<file path="config.mk">
export PLATFORM = sky130hd
export DESIGN_NAME = spfps_ctrl
export DESIGN_NICKNAME = d
export VERILOG_FILES = /design/src/rtl/spfps_pkg.sv /design/src/rtl/spfps_ctrl.sv
export VERILOG_INCLUDE_DIRS = /design/src /design/src/rtl
export SDC_FILE = /design/constraint.sdc
export NUM_CORES = 1
export LEC_CHECK = 0
export ABC_AREA = 1
export ABC_CLOCK_PERIOD_IN_PS = 2150
export BUFFER_PORTS_ARGS = -buffer_cell sky130_fd_sc_hd__buf_2
export CORE_UTILIZATION = 40
export DETAILED_ROUTE_END_ITERATION = 10
export GPL_TIMING_DRIVEN = 0
export SLEW_MARGIN = 40
export SYNTH_ARGS = -nofsm -noshare
export SYNTH_HDL_FRONTEND = slang
export SYNTH_SLANG_ARGS = --single-unit
</file>
<file path="constraint.sdc">
create_clock -name clk_i -period 2.15 [get_ports clk_i]
set_clock_uncertainty 0.2 [all_clocks]
set_input_delay 0.645 -clock clk_i [delete_from_list [all_inputs] [get_ports clk_i]]
set_output_delay 0.645 -clock clk_i [all_outputs]
set_load 0.01 [all_outputs]
</file>
<file path="src/rtl/smallest_prime_factor_prefix_sum_assert.svh">
// Assertion helpers shared by the block's modules.
// Both expect clk_i and rst_ni in the scope where they are used.
`ifndef SMALLEST_PRIME_FACTOR_PREFIX_SUM_ASSERT_SVH
`define SMALLEST_PRIME_FACTOR_PREFIX_SUM_ASSERT_SVH

// Same-cycle implication
`define SPFPS_ASSERT_IMP(lbl, ante, cons, msg) \
  lbl: assert property (@(posedge clk_i) disable iff (!rst_ni) (ante) |-> (cons)) \
    else $error(msg);

// Next-cycle implication
`define SPFPS_ASSERT_NXT(lbl, ante, cons, msg) \
  lbl: assert property (@(posedge clk_i) disable iff (!rst_ni) (ante) |=> (cons)) \
    else $error(msg);

`endif

</file>
<file path="src/rtl/spfps_pkg.sv">
`timescale 1ns / 1ps
`default_nettype none

package spfps_pkg;

  // Fixed field widths
  localparam int unsigned QIDX_W = 16;
  localparam int unsigned SUM_W  = 48;

  // Commands from controller to datapath
  typedef struct packed {
    logic accept;      // latch request index
    logic issue;       // read sum table at latched index next cycle
    logic init_start;  // clear index counter
    logic init_step;   // write identity entry, advance
    logic p_start;     // p = 2, p*p = 4
    logic p_next;      // advance p and p*p
    logic rd_p;        // read factor[p]
    logic m_start;     // m = p*p
    logic rd_m;        // read factor[m]
    logic chk_m;       // mark m if unmarked, m += p
    logic ps_start;    // clear index counter for prefix pass
    logic ps_step;     // read factor[i] into prefix pipe, advance
  } cmd_t;

  // Status from datapath to controller
  typedef struct packed {
    logic last;        // index counter at last entry
    logic p_done;      // p*p reached table size
    logic p_prime;     // factor[p] == p
    logic m_last;      // next multiple is past the table
  } sts_t;

endpackage

`default_nettype wire

</file>
<file path="src/rtl/spfps_ctrl.sv">
`timescale 1ns / 1ps
`default_nettype none
`include "smallest_prime_factor_prefix_sum_assert.svh"

module spfps_ctrl import spfps_pkg::*; (
  input  wire logic clk_i,
  input  wire logic rst_ni,
  input  wire logic start,
  input  wire sts_t sts_i,
  output cmd_t      cmd_o,
  output logic      busy
);

  typedef enum logic [8:0] {
    S_IDLE  = 9'b000000001,
    S_INIT  = 9'b000000010,
    S_PRD   = 9'b000000100,
    S_PCHK  = 9'b000001000,
    S_MRD   = 9'b000010000,
    S_MCHK  = 9'b000100000,
    S_PS    = 9'b001000000,
    S_PDRN  = 9'b010000000,
    S_SERVE = 9'b100000000
  } state_e;

  state_e state_q, state_d;
  logic   built_q, built_d;

  // Next state and commands
  always_comb begin
    state_d = state_q;
    built_d = built_q;
    cmd_o   = '0;
    unique case (state_q)
      S_IDLE: begin
        cmd_o.accept = start;
        if (start) begin
          if (built_q) begin
            cmd_o.issue = 1'b1;
          end else begin
            cmd_o.init_start = 1'b1;
            state_d          = S_INIT;
          end
        end
      end
      S_INIT: begin
        cmd_o.init_step = 1'b1;
        if (sts_i.last) begin
          cmd_o.p_start = 1'b1;
          state_d       = S_PRD;
        end
      end
      S_PRD: begin
        if (sts_i.p_done) begin
          cmd_o.ps_start = 1'b1;
          state_d        = S_PS;
        end else begin
          cmd_o.rd_p = 1'b1;
          state_d    = S_PCHK;
        end
      end
      S_PCHK: begin
        if (sts_i.p_prime) begin
          cmd_o.m_start = 1'b1;
          state_d       = S_MRD;
        end else begin
          cmd_o.p_next = 1'b1;
          state_d      = S_PRD;
        end
      end
      S_MRD: begin
        cmd_o.rd_m = 1'b1;
        state_d    = S_MCHK;
      end
      S_MCHK: begin
        cmd_o.chk_m = 1'b1;
        if (sts_i.m_last) begin
          cmd_o.p_next = 1'b1;
          state_d      = S_PRD;
        end else begin
          state_d = S_MRD;
        end
      end
      S_PS: begin
        cmd_o.ps_step = 1'b1;
        if (sts_i.last) begin
          state_d = S_PDRN;
        end
      end
      S_PDRN: begin
        // last prefix entry is written this cycle
        built_d = 1'b1;
        state_d = S_SERVE;
      end
      S_SERVE: begin
        cmd_o.issue = 1'b1;
        state_d     = S_IDLE;
      end
      default: begin
        state_d = S_IDLE;
      end
    endcase
  end

  assign busy = (state_q != S_IDLE);

  always_ff @(posedge clk_i or negedge rst_ni) begin
    if (!rst_ni) begin
      state_q <= S_IDLE;
      built_q <= 1'b0;
    end else begin
      state_q <= state_d;
      built_q <= built_d;
    end
  end

  `SPFPS_ASSERT_NXT(a_built_sticky, built_q, built_q, "tables lost built flag")
  `SPFPS_ASSERT_IMP(a_built_no_build, built_q, (state_q == S_IDLE) || (state_q == S_SERVE),
                    "table build running after tables were built")
  `SPFPS_ASSERT_IMP(a_issue_built, cmd_o.issue, built_q, "sum read before tables built")

endmodule

`default_nettype wire

</file>
==> impl.org <==
** Timing
- Number of max-slew violations in the final report :: 0
- For the finished layout, the period the worst path requires is between 2000 and 2500 ps.
- Crit path setup slack, layout :: -190 ps
- Setup-violating endpoint count in the final report :: 11
- The number of hold violations in the final report is 0.
- Based on the critical path, the design can be clocked at up to roughly 430 MHz.
- Slew headroom :: about 81%
- RSZ-0062 raised after global routing :: yes
- Dividing the final minimum period by the clock period gives 109%.
- Total Negative Setup Slacks :: -1150 ps
- For the pin with the worst max-slew slack, the measured transition is 283 ps.

** Power and ir drop
- Fraction of power spent switching nets :: about 43%
- Power spread over the standard cell area amounts to around 900 mW/mm^2.
- Of the total power, the clock network draws 14.5%.
- Summed over all cells, the static leakage comes to around 0.00067 uW.
- The share of total power dissipated in sequential elements is 26.0%.
- Combinational logic burns approximately three fifths of the power.
- Pint :: roughly 560 uW
- Summing internal, switching and leakage power gives 974 uW.
- For this design the total switching power over the nets is 418 uW.
- The worst-case IR drop observed on VDD is about 0.68 mV.

** Worst setup path
- The worst setup path is captured at an output port.
- Along the worst path, the maximum fanout reaches 4.
- The setup path with the least slack is of type reg2out.
- Worst EP required :: 1300 ps
- The worst setup path is launched from a flop.
- Data arrives at the worst endpoint at between 1000 and 1500 ps.

** Floorplan
- 20 I/O pins were placed.
- Floorplan core area :: roughly 0.0016 sq mm
- In this run the core area contains 14 standard-cell rows.
- Total die area :: about 0.0019 sq mm
- The initial utilization of the core area, before any placement, comes to 44.5%.
- Die height :: around 44 um
- From left edge to right edge, the die measures between 40 and 50 um.

** Cells and area
- From synthesis to final layout, the design area changed by 56.4%.
- In the final layout, the share of cells above drive strength 1 is between 50 and 60%.
- Leaving out fill and tap cells, the most frequent cell in the layout is sky130_fd_sc_hd__buf_4.
- Antenna Diode Count :: 0
- The finished cells cover 0.00109 sq mm.
- Commonest non-fill, non-tap cells in the layout :: sky130_fd_sc_hd__buf_4, sky130_fd_sc_hd__inv_1, sky130_fd_sc_hd__buf_2, sky130_fd_sc_hd__nand2_2, sky130_fd_sc_hd__nor2_1
- Nets@finish :: 153
- Once layout is complete, the cells apart from fillers number roughly 160.

** Yosys
- Share of the yosys chip area belonging to registers :: roughly 36%
- Number of warnings printed during yosys synthesis :: 0
- Primary FF master, synth :: sky130_fd_sc_hd__dfrtp_1
- Synthesis produced a netlist whose cell count is about 100.
- The synthesized design contains 10 register bits.
- The synthesized netlist occupies a cell area of between 600 and 700 sq um.
- Number of enable flip-flop cells after synthesis :: 0
- After synthesis, the share of flip-flops with an asynchronous set or reset is 100%.
- The netlist uses 19 different library cells.
- Average cell area after synthesis :: between 6 and 7 sq um
- Biggest area contributors in the synthesized netlist :: sky130_fd_sc_hd__dfrtp_1, sky130_fd_sc_hd__inv_1, sky130_fd_sc_hd__nor2_1
- Summed over all instances, the cell type with the most area after synthesis is sky130_fd_sc_hd__dfrtp_1.
- The share of synthesized area in the top cell type comes to approximately 32%.
- Synthesis produced a netlist with a net count of around 110.

** Clock tree
- Maximum buffer depth of the clock tree :: 2
- TritonCTS created 3 clock buffers.
- Clock tree from TritonCTS :: done
- Clock Tree Root :: sky130_fd_sc_hd__clkbuf_4
- Total number of clock tree sinks :: 10
- Deepest level of the CTS H-tree :: 1
- After clock tree synthesis, the clock-pin slew on the worst setup and hold paths is 70 ps.
- Worst-skew pair later-pin latency :: ~270 ps

** Status
- Status :: finished with violations
- Violations in the final reports :: setup timing

** Drt
- Total length of routed wires :: roughly 1.9 mm
- DRC errors left :: 0
- Count of routing violations after the opening detailed-route iteration :: 19
- Vias per std cell :: about 4.7
- Via count :: 753
- In this run the remaining antenna-violating nets after routing total 0.
- First-pass detailed-route iteration total :: 4
- In the final routed layout, each cell accounts on average for 12.0 um.

** Global route
- The number of global-route vias before repair was approximately 740.
- Global routing finished with a remaining overflow of 0.
- Global routing consumed, over all layers together, 22.4% of the routing resources.
- The number of antenna violations at the first check in global routing is 0.
- The first global-routing pass estimated a little over 3 mm of wire.
- Entering global routing, the biggest net connects 11 pins.

** Run
- # Max-Cap Violations :: 0

** Placement
- Placed cell count :: about 140
- Post-placement worst setup slack :: -10.8 ps
- Port Buf Inserts :: 19
- Instance area at placement :: 810 sq um
- Gpl congestion :: between 0.8 and 0.9
- Once detailed placement completed, the half-perimeter wirelength came to roughly 1.3 mm.

** Min path
- Kind of path behind the tightest hold check :: in2async
## final cells by class
| cell class | instances | area, sq um |
|---|---|---|
| Fill cell | 144 | 473 |
| Inverter | 24 | 92.6 |
| Timing Repair Buffer | 39 | 265 |
| Clock buffer | 4 | 26.3 |
| Sequential cell | 10 | 251 |
| Multi-Input combinational cell | 68 | 430 |
| Tap cell | 16 | 20.0 |
## logic make-up (layout without fill, tap and decap cells)
| group | Yosys count | after routing | synth area share [%] |
|---|---|---|---|
| simple gates | 60 | 60 | 44.3 |
| buf+inv | 24 | 67 | 13.0 |
| flops | 10 | 10 | 36.2 |
| compound gates | 8 | 8 | 6.49 |
## stage by stage
step / util, % / hold WS, ps
after floorplan: - / 149
after global placement: 51.9 / 292
after detailed placement: 51.9 / 301
after CTS: 63.0 / 36.1
after global routing: 69.7 / 30.9
final: 69.7 / 28.4
## synthesized netlist by cell type, types with 2 or more instances
cell type	number
sky130_fd_sc_hd__nand3_1	7
sky130_fd_sc_hd__nand2_2	6
sky130_fd_sc_hd__dfrtp_1	9
sky130_fd_sc_hd__inv_1	21
sky130_fd_sc_hd__a21oi_1	3
sky130_fd_sc_hd__inv_2	3
sky130_fd_sc_hd__nor3_1	4
sky130_fd_sc_hd__nor2_4	4
sky130_fd_sc_hd__nor2_1	18
sky130_fd_sc_hd__nand2_1	15
sky130_fd_sc_hd__o21ai_1	2
sky130_fd_sc_hd__nor2_2	3
## worst max-delay path, stage by stage, from the launching register on
cell	delay, ps
sky130_fd_sc_hd__dfstp_2	580
sky130_fd_sc_hd__nand2_2	70
sky130_fd_sc_hd__nor2_2	130
sky130_fd_sc_hd__nand2_4	90
sky130_fd_sc_hd__nor2_4	100
sky130_fd_sc_hd__nand2_2	60
sky130_fd_sc_hd__o21ai_1	60
sky130_fd_sc_hd__buf_2	140
## sequential cells by signal, summed over array words and instances, names as in the netlist
signal / flops
built_q: 1
state_q: 9
## path summary, 6_finish.rpt
kind | slack, ps | cells after the start | from | to
min | 30 | 1 | rst_ni | state_q[2]
min reg2reg | 330 | 1 | built_q | built_q
max in group asynchronous | 1460 | 1 | rst_ni | state_q[0]
max reg2reg | 380 | 10 | state_q[0] | state_q[2]
min in group clk_i | 330 | 1 | built_q | built_q
max | -190 | 7 | state_q[0] | cmd_o[10]
## power by group through the flow
stage          Sequential, uW  Combinational, uW  Clock [uW]
3_3_place_gp              252                375           0
4_1_cts                   251                476         145
2_1_floorplan             245                291           0
5_1_grt                   256                629         158
3_5_place_dp              253                381           0
6_report                  253                579         141
## repair_timing
item	in CTS	in global routing
buffers inserted	14	6
endpoints found under the setup margin	13	13
pin swaps	7	7
hold buffers	0	0
gates resized for setup	16	16
cloned	0	0
## routing by layer
layer | routed length [um] | track usage (%)
met4 | 35 | 11.3
met1 | 806 | 27.2
met5 | 0 | 0
met2 | 1030 | 37.9
met3 | 49 | 3.75
(Power assumes the default switching activity.)
